## src/hw/rtl/mrff_pkg.sv

```systemverilog
// Shared constants, types and the CRC byte step for the mesh relay frame filter.
package mrff_pkg;

  localparam int HISTORY_DEPTH = 32;
  localparam int BODY_BYTES    = 100;
  localparam int ID_AREA       = 9;
  localparam int FROM_AREA     = 16;
  localparam int TAG_BYTES     = 8;
  localparam int MSG_BYTES     = ID_AREA + FROM_AREA + BODY_BYTES;
  localparam int FRAME_BYTES   = MSG_BYTES + 2;
  localparam int HIST_AW       = (HISTORY_DEPTH > 1) ? $clog2(HISTORY_DEPTH) : 1;
  localparam int QUEUE_DEPTH   = 2;
  localparam int QPTR_W        = (QUEUE_DEPTH > 1) ? $clog2(QUEUE_DEPTH) : 1;

  localparam logic [15:0] CRC_INIT = 16'hFFFF;
  localparam logic [15:0] CRC_POLY = 16'h1021;
  localparam logic [15:0] CRC_TOP  = 16'h8000;

  typedef enum logic [1:0] {
    V_FORWARD = 2'd0,
    V_LENGTH  = 2'd1,
    V_CRC     = 2'd2,
    V_DUP     = 2'd3
  } verdict_e;

  typedef struct packed {
    logic [15:0] crc;
    logic [63:0] tag;
    logic [7:0]  count;
    logic [15:0] trailer;
  } frame_sum_t;

  function automatic logic [15:0] crc_byte(input logic [15:0] c_in, input logic [7:0] b);
    logic [15:0] c;
    c = c_in ^ {b, 8'h00};
    for (int k = 0; k < 8; k++) begin
      if ((c & CRC_TOP) != 16'h0000) begin
        c = {c[14:0], 1'b0} ^ CRC_POLY;
      end else begin
        c = {c[14:0], 1'b0};
      end
    end
    return c;
  endfunction

endpackage

```

## src/hw/rtl/mrff_in_if.sv

```systemverilog
// Byte request channel into the frame filter.
interface mrff_in_if;
  logic       valid;
  logic       ready;
  logic [7:0] frame_byte;
  logic       frame_end;

  modport source (output valid, output frame_byte, output frame_end, input ready);
  modport sink   (input valid, input frame_byte, input frame_end, output ready);
endinterface

```

## src/hw/rtl/mrff_out_if.sv

```systemverilog
// Verdict request channel out of the frame filter.
interface mrff_out_if;
  logic        valid;
  logic        ready;
  logic [1:0]  verdict;
  logic [15:0] computed_check;
  logic [63:0] message_tag;
  logic [7:0]  byte_count;

  modport source (output valid, output verdict, output computed_check,
                  output message_tag, output byte_count, input ready);
  modport sink   (input valid, input verdict, input computed_check,
                  input message_tag, input byte_count, output ready);
endinterface

```

## src/hw/rtl/mrff_ram.sv

```systemverilog
// Generic single-write, single-read RAM with registered read data.
module mrff_ram #(
  parameter int WIDTH = 64,
  parameter int DEPTH = 32
) (
  input  logic                                   clk_i,
  input  logic                                   we_i,
  input  logic [((DEPTH > 1) ? $clog2(DEPTH) : 1)-1:0] waddr_i,
  input  logic [WIDTH-1:0]                       wdata_i,
  input  logic                                   re_i,
  input  logic [((DEPTH > 1) ? $clog2(DEPTH) : 1)-1:0] raddr_i,
  output logic [WIDTH-1:0]                       rdata_o
);

  logic [WIDTH-1:0] mem_q [DEPTH];
  logic [WIDTH-1:0] rdata_q;

  always_ff @(posedge clk_i) begin
    if (we_i) begin
      mem_q[waddr_i] <= wdata_i;
    end
    if (re_i) begin
      rdata_q <= mem_q[raddr_i];
    end
  end

  assign rdata_o = rdata_q;

endmodule

```

## src/hw/rtl/mrff_front.sv

```systemverilog
// Front end: takes frame bytes, runs the CRC, captures id and trailer, counts length.
module mrff_front import mrff_pkg::*; (
  input  logic       clk_i,
  input  logic       rst_ni,
  mrff_in_if.sink    in_ch,
  input  logic       q_full_i,
  output logic       q_push_o,
  output frame_sum_t q_data_o
);

  logic [15:0] crc_q, crc_d;
  logic [7:0]  pos_q, count;
  logic [63:0] tag_q, tag_d;
  logic        nul_q, nul_d;
  logic [15:0] trl_q, trl_d;
  logic        accept;

  assign in_ch.ready = !q_full_i;
  assign accept      = in_ch.valid && in_ch.ready;

  always_comb begin
    crc_d = crc_q;
    tag_d = tag_q;
    nul_d = nul_q;
    trl_d = trl_q;
    if (pos_q < 8'(MSG_BYTES)) begin
      crc_d = crc_byte(crc_q, in_ch.frame_byte);
    end
    if (pos_q < 8'(TAG_BYTES)) begin
      if (nul_q || in_ch.frame_byte == 8'h00) begin
        nul_d = 1'b1;
      end else begin
        tag_d[{pos_q[2:0], 3'b000} +: 8] = in_ch.frame_byte;
      end
    end
    if (pos_q == 8'(MSG_BYTES)) begin
      trl_d[7:0] = in_ch.frame_byte;
    end else if (pos_q == 8'(MSG_BYTES + 1)) begin
      trl_d[15:8] = in_ch.frame_byte;
    end
    count = (pos_q != 8'hFF) ? pos_q + 8'd1 : 8'hFF;
  end

  assign q_push_o         = accept && in_ch.frame_end;
  assign q_data_o.crc     = crc_d;
  assign q_data_o.tag     = tag_d;
  assign q_data_o.count   = count;
  assign q_data_o.trailer = trl_d;

  always_ff @(posedge clk_i or negedge rst_ni) begin
    if (!rst_ni) begin
      crc_q <= CRC_INIT;
      pos_q <= '0;
      tag_q <= '0;
      nul_q <= 1'b0;
      trl_q <= '0;
    end else if (accept) begin
      if (in_ch.frame_end) begin
        // restart the per-frame state
        crc_q <= CRC_INIT;
        pos_q <= '0;
        tag_q <= '0;
        nul_q <= 1'b0;
        trl_q <= '0;
      end else begin
        crc_q <= crc_d;
        pos_q <= count;
        tag_q <= tag_d;
        nul_q <= nul_d;
        trl_q <= trl_d;
      end
    end
  end

endmodule

```

## src/hw/rtl/mrff_fifo.sv

```systemverilog
// Short queue of frame summaries between the front and back ends.
module mrff_fifo import mrff_pkg::*; (
  input  logic       clk_i,
  input  logic       rst_ni,
  input  logic       push_i,
  input  frame_sum_t push_data_i,
  output logic       full_o,
  input  logic       pop_i,
  output logic       valid_o,
  output frame_sum_t pop_data_o
);

  frame_sum_t          ent_q [QUEUE_DEPTH];
  logic [QPTR_W-1:0]   wr_ptr_q, rd_ptr_q;
  logic [QPTR_W:0]     cnt_q;
  logic                do_push, do_pop;

  assign full_o     = (cnt_q == (QPTR_W+1)'(QUEUE_DEPTH));
  assign valid_o    = (cnt_q != '0);
  assign pop_data_o = ent_q[rd_ptr_q];
  assign do_push    = push_i && !full_o;
  assign do_pop     = pop_i && valid_o;

  always_ff @(posedge clk_i) begin
    if (do_push) begin
      ent_q[wr_ptr_q] <= push_data_i;
    end
  end

  always_ff @(posedge clk_i or negedge rst_ni) begin
    if (!rst_ni) begin
      wr_ptr_q <= '0;
      rd_ptr_q <= '0;
      cnt_q    <= '0;
    end else begin
      if (do_push) begin
        wr_ptr_q <= (wr_ptr_q == QPTR_W'(QUEUE_DEPTH - 1)) ? '0 : wr_ptr_q + 1'b1;
      end
      if (do_pop) begin
        rd_ptr_q <= (rd_ptr_q == QPTR_W'(QUEUE_DEPTH - 1)) ? '0 : rd_ptr_q + 1'b1;
      end
      if (do_push && !do_pop) begin
        cnt_q <= cnt_q + 1'b1;
      end else if (do_pop && !do_push) begin
        cnt_q <= cnt_q - 1'b1;
      end
    end
  end

endmodule

```

## src/hw/rtl/mrff_back.sv

```systemverilog
// Back end: length and CRC checks, history scan, history update and result register.
module mrff_back import mrff_pkg::*; (
  input  logic       clk_i,
  input  logic       rst_ni,
  input  logic       q_valid_i,
  input  frame_sum_t q_data_i,
  output logic       q_pop_o,
  mrff_out_if.source out_ch
);

  typedef enum logic [3:0] {
    ST_IDLE  = 4'b0001,
    ST_SCAN  = 4'b0010,
    ST_DRAIN = 4'b0100,
    ST_EMIT  = 4'b1000
  } state_e;

  state_e             state_q, state_d;
  frame_sum_t         cur_q, cur_d;
  verdict_e           verd_q, verd_d;
  logic [HIST_AW-1:0] idx_q, idx_d;
  logic [HIST_AW-1:0] cmp_idx_q, cmp_idx_d;
  logic               cmp_vld_q, cmp_vld_d;
  logic               dup_q, dup_d;
  logic [HIST_AW-1:0] wslot_q, wslot_d;
  logic               hist_vld_q [HISTORY_DEPTH];
  logic               ram_we, ram_re;
  logic [63:0]        ram_rdata, entry;
  logic               hit;

  logic        out_valid_q, out_valid_d;
  logic [1:0]  out_verd_q;
  logic [15:0] out_crc_q;
  logic [63:0] out_tag_q;
  logic [7:0]  out_cnt_q;
  logic        out_free, out_load;

  mrff_ram #(
    .WIDTH (64),
    .DEPTH (HISTORY_DEPTH)
  ) u_hist (
    .clk_i   (clk_i),
    .we_i    (ram_we),
    .waddr_i (wslot_q),
    .wdata_i (cur_q.tag),
    .re_i    (ram_re),
    .raddr_i (idx_q),
    .rdata_o (ram_rdata)
  );

  // never-written entries read as zero
  assign entry    = hist_vld_q[cmp_idx_q] ? ram_rdata : 64'h0;
  assign hit      = cmp_vld_q && (entry == cur_q.tag);
  assign out_free = !out_valid_q || out_ch.ready;

  always_comb begin
    state_d     = state_q;
    cur_d       = cur_q;
    verd_d      = verd_q;
    idx_d       = idx_q;
    cmp_idx_d   = idx_q;
    cmp_vld_d   = 1'b0;
    dup_d       = dup_q | hit;
    wslot_d     = wslot_q;
    ram_we      = 1'b0;
    ram_re      = 1'b0;
    q_pop_o     = 1'b0;
    out_load    = 1'b0;
    out_valid_d = out_valid_q && !out_ch.ready;
    unique case (state_q)
      ST_IDLE: begin
        if (q_valid_i) begin
          q_pop_o = 1'b1;
          cur_d   = q_data_i;
          dup_d   = 1'b0;
          idx_d   = '0;
          if (q_data_i.count != 8'(FRAME_BYTES)) begin
            verd_d  = V_LENGTH;
            state_d = ST_EMIT;
          end else if (q_data_i.trailer != q_data_i.crc) begin
            verd_d  = V_CRC;
            state_d = ST_EMIT;
          end else begin
            state_d = ST_SCAN;
          end
        end
      end
      ST_SCAN: begin
        ram_re    = 1'b1;
        cmp_vld_d = 1'b1;
        if (idx_q == HIST_AW'(HISTORY_DEPTH - 1)) begin
          state_d = ST_DRAIN;
        end else begin
          idx_d = idx_q + 1'b1;
        end
      end
      ST_DRAIN: begin
        verd_d  = dup_d ? V_DUP : V_FORWARD;
        state_d = ST_EMIT;
      end
      ST_EMIT: begin
        if (out_free) begin
          out_load    = 1'b1;
          out_valid_d = 1'b1;
          if (verd_q == V_FORWARD) begin
            ram_we  = 1'b1;
            wslot_d = (wslot_q == HIST_AW'(HISTORY_DEPTH - 1)) ? '0 : wslot_q + 1'b1;
          end
          state_d = ST_IDLE;
        end
      end
      default: state_d = ST_IDLE;
    endcase
  end

  always_ff @(posedge clk_i or negedge rst_ni) begin
    if (!rst_ni) begin
      state_q     <= ST_IDLE;
      verd_q      <= V_FORWARD;
      idx_q       <= '0;
      cmp_idx_q   <= '0;
      cmp_vld_q   <= 1'b0;
      dup_q       <= 1'b0;
      wslot_q     <= '0;
      out_valid_q <= 1'b0;
      for (int i = 0; i < HISTORY_DEPTH; i++) begin
        hist_vld_q[i] <= 1'b0;
      end
    end else begin
      state_q     <= state_d;
      verd_q      <= verd_d;
      idx_q       <= idx_d;
      cmp_idx_q   <= cmp_idx_d;
      cmp_vld_q   <= cmp_vld_d;
      dup_q       <= dup_d;
      wslot_q     <= wslot_d;
      out_valid_q <= out_valid_d;
      if (ram_we) begin
        hist_vld_q[wslot_q] <= 1'b1;
      end
    end
  end

  always_ff @(posedge clk_i) begin
    cur_q <= cur_d;
    if (out_load) begin
      out_verd_q <= verd_q;
      out_crc_q  <= cur_q.crc;
      out_tag_q  <= cur_q.tag;
      out_cnt_q  <= cur_q.count;
    end
  end

  assign out_ch.valid          = out_valid_q;
  assign out_ch.verdict        = out_verd_q;
  assign out_ch.computed_check = out_crc_q;
  assign out_ch.message_tag    = out_tag_q;
  assign out_ch.byte_count     = out_cnt_q;

endmodule

```

## src/hw/rtl/mesh_relay_frame_filter_unit.sv

```systemverilog
// Top level of the mesh relay frame filter: front end, summary queue, back end.
//
//   channel  | dir | payload                                             | per item
//   in_ch    | in  | frame_byte[7:0], frame_end                          | one frame byte
//   out_ch   | out | verdict[1:0], computed_check[15:0],                 | one verdict per
//            |     | message_tag[63:0], byte_count[7:0]                  | frame
//
// The front end takes one byte per cycle while the summary queue is not full; the CRC
// step runs in that same cycle. The back end sends a frame rejected for length or CRC
// straight to the result stage; others scan the history RAM, one entry a cycle.
// A queue of QUEUE_DEPTH frame summaries sits between them; in_ch.ready drops
// only while that queue is full, and the result register waits on out_ch.ready.
// Reset clears the history valid bits at once, so the history reads as all zeros.
module mesh_relay_frame_filter_unit import mrff_pkg::*; (
  input  logic       clk_i,
  input  logic       rst_ni,
  mrff_in_if.sink    in_ch,
  mrff_out_if.source out_ch
);

  logic       q_full, q_push, q_valid, q_pop;
  frame_sum_t q_wdata, q_rdata;

  mrff_front u_front (
    .clk_i    (clk_i),
    .rst_ni   (rst_ni),
    .in_ch    (in_ch),
    .q_full_i (q_full),
    .q_push_o (q_push),
    .q_data_o (q_wdata)
  );

  mrff_fifo u_fifo (
    .clk_i       (clk_i),
    .rst_ni      (rst_ni),
    .push_i      (q_push),
    .push_data_i (q_wdata),
    .full_o      (q_full),
    .pop_i       (q_pop),
    .valid_o     (q_valid),
    .pop_data_o  (q_rdata)
  );

  mrff_back u_back (
    .clk_i     (clk_i),
    .rst_ni    (rst_ni),
    .q_valid_i (q_valid),
    .q_data_i  (q_rdata),
    .q_pop_o   (q_pop),
    .out_ch    (out_ch)
  );

endmodule
```

## src/flat_wrapper.sv

```systemverilog
// flat-port wrapper written by rule: the top's interface ports become plain ports
module mesh_relay_frame_filter_unit_flat import mrff_pkg::*;
  (clk_i, rst_ni, in_ch_valid, in_ch_frame_byte, in_ch_frame_end, in_ch_ready, out_ch_valid, out_ch_verdict, out_ch_computed_check, out_ch_message_tag, out_ch_byte_count, out_ch_ready);
  mrff_in_if in_ch_i ();
  mrff_out_if out_ch_i ();
  input  logic clk_i;
  input  logic rst_ni;
  input wire logic [$bits(in_ch_i.valid)-1:0] in_ch_valid;
  input wire logic [$bits(in_ch_i.frame_byte)-1:0] in_ch_frame_byte;
  input wire logic [$bits(in_ch_i.frame_end)-1:0] in_ch_frame_end;
  output wire logic [$bits(in_ch_i.ready)-1:0] in_ch_ready;
  output wire logic [$bits(out_ch_i.valid)-1:0] out_ch_valid;
  output wire logic [$bits(out_ch_i.verdict)-1:0] out_ch_verdict;
  output wire logic [$bits(out_ch_i.computed_check)-1:0] out_ch_computed_check;
  output wire logic [$bits(out_ch_i.message_tag)-1:0] out_ch_message_tag;
  output wire logic [$bits(out_ch_i.byte_count)-1:0] out_ch_byte_count;
  input wire logic [$bits(out_ch_i.ready)-1:0] out_ch_ready;
  assign in_ch_i.valid = in_ch_valid;
  assign in_ch_i.frame_byte = in_ch_frame_byte;
  assign in_ch_i.frame_end = in_ch_frame_end;
  assign in_ch_ready = in_ch_i.ready;
  assign out_ch_valid = out_ch_i.valid;
  assign out_ch_verdict = out_ch_i.verdict;
  assign out_ch_computed_check = out_ch_i.computed_check;
  assign out_ch_message_tag = out_ch_i.message_tag;
  assign out_ch_byte_count = out_ch_i.byte_count;
  assign out_ch_i.ready = out_ch_ready;
  mesh_relay_frame_filter_unit u_core (.clk_i(clk_i), .rst_ni(rst_ni), .in_ch(in_ch_i), .out_ch(out_ch_i));
endmodule
```

## config.mk

```make
export PLATFORM = sky130hd
export DESIGN_NAME = mesh_relay_frame_filter_unit_flat
export DESIGN_NICKNAME = d
export VERILOG_FILES = /design/src/hw/rtl/mrff_pkg.sv /design/src/hw/rtl/mrff_in_if.sv /design/src/hw/rtl/mrff_out_if.sv /design/src/hw/rtl/mrff_ram.sv /design/src/hw/rtl/mrff_front.sv /design/src/hw/rtl/mrff_fifo.sv /design/src/hw/rtl/mrff_back.sv /design/src/hw/rtl/mesh_relay_frame_filter_unit.sv /design/src/flat_wrapper.sv
export SDC_FILE = /design/constraint.sdc
export NUM_CORES = 2
export LEC_CHECK = 0
export BUFFER_PORTS_ARGS = -buffer_cell sky130_fd_sc_hd__clkbuf_2
export CELL_PAD_IN_SITES_DETAIL_PLACEMENT = 0
export CELL_PAD_IN_SITES_GLOBAL_PLACEMENT = 1
export CORE_ASPECT_RATIO = 1.4
export CORE_MARGIN = 2
export CORE_UTILIZATION = 50
export CTS_CLUSTER_DIAMETER = 50
export DETAILED_ROUTE_END_ITERATION = 10
export PLACE_DENSITY_LB_ADDON = 0.1
export REMOVE_ABC_BUFFERS = 1
export SLEW_MARGIN = 30
export SYNTH_ARGS = -nofsm -noshare
export SYNTH_HDL_FRONTEND = slang
export SYNTH_SLANG_ARGS = --single-unit
```

## constraint.sdc

```tcl
create_clock -name clk_i -period 8.6 [get_ports clk_i]
set_clock_uncertainty 0.1 [all_clocks]
set_input_delay 0.43 -clock clk_i [delete_from_list [all_inputs] [get_ports clk_i]]
set_output_delay 0.43 -clock clk_i [all_outputs]
set_load 0.02 [all_outputs]
```

==> run metrics <==
hold path cells 3; clk_lat worst skew 0.82 ns; Worst Path Arrival a little over 5 ns; IO Count between 100 and 150; Routed WL 258 mm; DR vias/cell 6.21; drt first pass iters 8; fin crit share a little under three fifths; DRC viols 0; Final Util a little under three fifths; Clock Tree Buf Depth 4; Initial Utilization around 50%; worst reg2reg path startpoint u_core.u_back.state_q[1]$_DFFE_PN0P_; IR drop worst, VDD 0.247 mV; fin. max-slew vios 0; CTS tree yes; Slew HR approximately 20%; Final min period around 4.7 ns; sequential share of the synthesized area 77.5%; number of DRC markers in iteration 0 just under 5000; post-place setup slack 3.74 ns; Worst Path Max Fanout 44; Syn Area/Cell ~22 um^2; status finished clean; GRT overflow 0; setup TNS 0 ns; Setup crit start kind register; worst r2r dst u_core.u_back.u_hist.mem_q[15][20]$_DFFE_PP_; design area between 100000 and 150000 um^2; layout overhead on the synthesized area 13.0%; worst path required time roughly 9 ns; r2r worst-path depth 6; die area about 210000 um^2; setup slack after layout about 3.9 ns; Main synth FF type edfxtp_1; achievable frequency between 0.2 and 0.25 GHz; GR Util All Layers about a quarter; CTS Sinks between 2000 and 3000; Layout Nets 4911; Port Buffers approximately 100; Seq cells post-synth roughly 2700; mean routed wirelength per cell between 30 and 40 um; clock slew at reported path FFs 0.06 ns; RSZ-0062 raised after global routing no; core area approximately 200000 um^2; endpoints failing setup 0; commonest non-fill, non-tap cell in the layout edfxtp_1; Yosys cell types 73; fraction of registers with async set/reset ~6.2%; H-tree depth 5; worst slew pin tran between 1 and 1.5 ns; TritonCTS Buffers 266; Post-synth EDFFs between 2000 and 2500; hold slack final approximately 0.068 ns; warnings from Yosys 0; commonest cells after routing, fill and taps aside edfxtp_1 (2498), mux4_2 (640), clkbuf_16 (281); Mapped Area between 100000 and 150000 um^2; Final Hold Viols 0; first-pass GRT wire length roughly 370 mm; area post-placement 107000 um^2; GPL Wtd Cong ~0.77; critical path class register to register; Detail Placement HPWL around 150 mm; Die X just under 400 um; Lkg Pwr between 30 and 40 nW; largest net degree at the start of global routing between 100 and 150; CP endpoint kind register; Root Driver clkbuf_16; Cell Pwr Density between 200 and 300 nW/um^2; row cnt slightly below 200; max-cap violation count 0; Resized cells post-CTS 0; Mapped Cells about 4600; vias in the first global route 49500; initial antenna violation count 18; Hold Crit Class input port to register; Hold EP u_core.u_front.tag_q[62]$_DFFE_PN0P_; Via Count approximately 48000; die height between 500 and 600 um; Hold Crit Start in_ch_frame_end; antenna viol nets, final 0; r2r setup slk just under 4 ns; layout cells sized above 1 between 30 and 40%
[critical path: stages, from the launching register on]
cell	delay, ns
dfrtp_1	0.41
nor4b_1	0.47
nand2_1	0.26
nor3_2	0.59
nand2_1	0.69
nor2_4	0.96
buf_4	0.73
[worst max-delay path by stage]
stage	endpoint	startpoint
floorplan	u_core.u_back.cmp_idx_d[3]$_DFFE_PN0P_	u_core.u_back.cmp_idx_d[0]$_DFFE_PN0P_
global placement	u_core.u_back.u_hist.mem_q[8][15]$_DFFE_PP_	u_core.u_back.state_q[1]$_DFFE_PN0P_
detailed placement	u_core.u_back.u_hist.mem_q[11][43]$_DFFE_PP_	u_core.u_back.state_q[2]$_DFFE_PN0P_
CTS	u_core.u_back.u_hist.mem_q[11][20]$_DFFE_PP_	u_core.u_back.state_q[1]$_DFFE_PN0P_
global route	u_core.u_back.u_hist.mem_q[15][20]$_DFFE_PP_	u_core.u_back.state_q[2]$_DFFE_PN0P_
finish	u_core.u_back.u_hist.mem_q[15][20]$_DFFE_PP_	u_core.u_back.state_q[1]$_DFFE_PN0P_
[area by class of cell]
cell class / count / area (um^2)
inverter: 37 / 146
tap: 2673 / 3340
clock buffer: 364 / 7470
multi-input combinational: 1638 / 22300
clock inverter: 100 / 880
fill: 15000 / 87800
antenna: 3 / 7.51
timing repair buffer: 278 / 2140
sequential: 2663 / 79200
[where the power goes]
part	internal, W	switching (W)	total, W
registers	0.0163	0.000424	0.0168
logic	0.00110	0.00307	0.00417
clock network	0.00654	0.00478	0.0113
[stage by stage]
| step | instances | total power [W] |
|---|---|---|
| global route | 7754 | 0.0333 |
| detailed placement | 7284 | 0.0212 |
| CTS | 7751 | 0.0325 |
| finish | 7756 | 0.0322 |
| global placement | 7275 | 0.0211 |
| floorplan | 4338 | 0.0193 |
[cell usage after synthesis, drive strengths merged (3+ instances only)]
master,instances,area [um^2]
edfxtp,2498,75000
mux4,640,14400
mux2,238,2680
clkbuf,171,643
dfrtp,148,3700
nand2,124,465
o21ai,84,420
nor2,65,251
a22oi,61,458
buf,56,254
xnor2,42,368
or2,39,244
inv,37,139
xor2,33,289
a22o,32,280
mux2i,32,320
nand3,31,160
a21oi,23,115
nor4,21,159
nand2b,19,119
dfstp,17,447
o22a,16,140
a21boi,14,105
ha,14,175
nor3,13,75.1
o22ai,12,75.1
nand4,10,62.6
and3,9,57.6
a211oi,6,45.0
nand3b,5,37.5
o32ai,5,43.8
and2,4,26.3
nor2b,4,25.0
nor4b,4,41.3
or3,4,25.0
a2111oi,3,26.3
and3b,3,27.5
or4,3,22.5
[metal layers]
metal	part of all wire [%]	up-vias	GRT usage (%)
met1	40	26400	34.9
met5	0	-	0
met2	51	1689	42.2
li1	-	19700	-
met3	6.3	319	3.71
met4	2.1	0	5.68
[registers in the layout, summed over array words and instances, names as in the netlist, 2 cells and up]
register	flops
u_core.u_back.u_hist.mem_q	2048
u_core.u_fifo.ent_q	208
u_core.u_back.cur_q	88
u_core.u_back.out_ch.message_tag	64
u_core.u_back.u_hist.rdata_o	64
u_core.u_front.tag_q	64
u_core.u_back.hist_vld_q	32
u_core.u_back.out_ch.computed_check	16
u_core.u_front.crc_q	16
u_core.u_front.trl_q	16
u_core.u_back.out_ch.byte_count	8
u_core.u_front.pos_q	8
u_core.u_back.cmp_idx_d	5
u_core.u_back.cmp_idx_q	5
u_core.u_back.wslot_q	5
u_core.u_back.state_q	4
u_core.u_back.out_ch.verdict	2
u_core.u_back.verd_q	2
u_core.u_fifo.cnt_q	2
[repair_timing]
action                    CTS  global route
hold endpoints to repair   55             0
hold buffers                3             0
setup buffers               0             0
[cell families after synthesis]
logic type / count (synthesis) / synth area share (%)
and+or+nand+nor: 367 / 1.84
AOI/OAI and AO/OA: 272 / 1.82
buffers and inverters: 264 / 1.01
adders and majority gates: 14 / 0.171
muxes: 910 / 17.0
xor gates and xnor gates: 75 / 0.643
DFF: 2663 / 77.5
No activity file was read; power rests on OpenSTA's default activity.
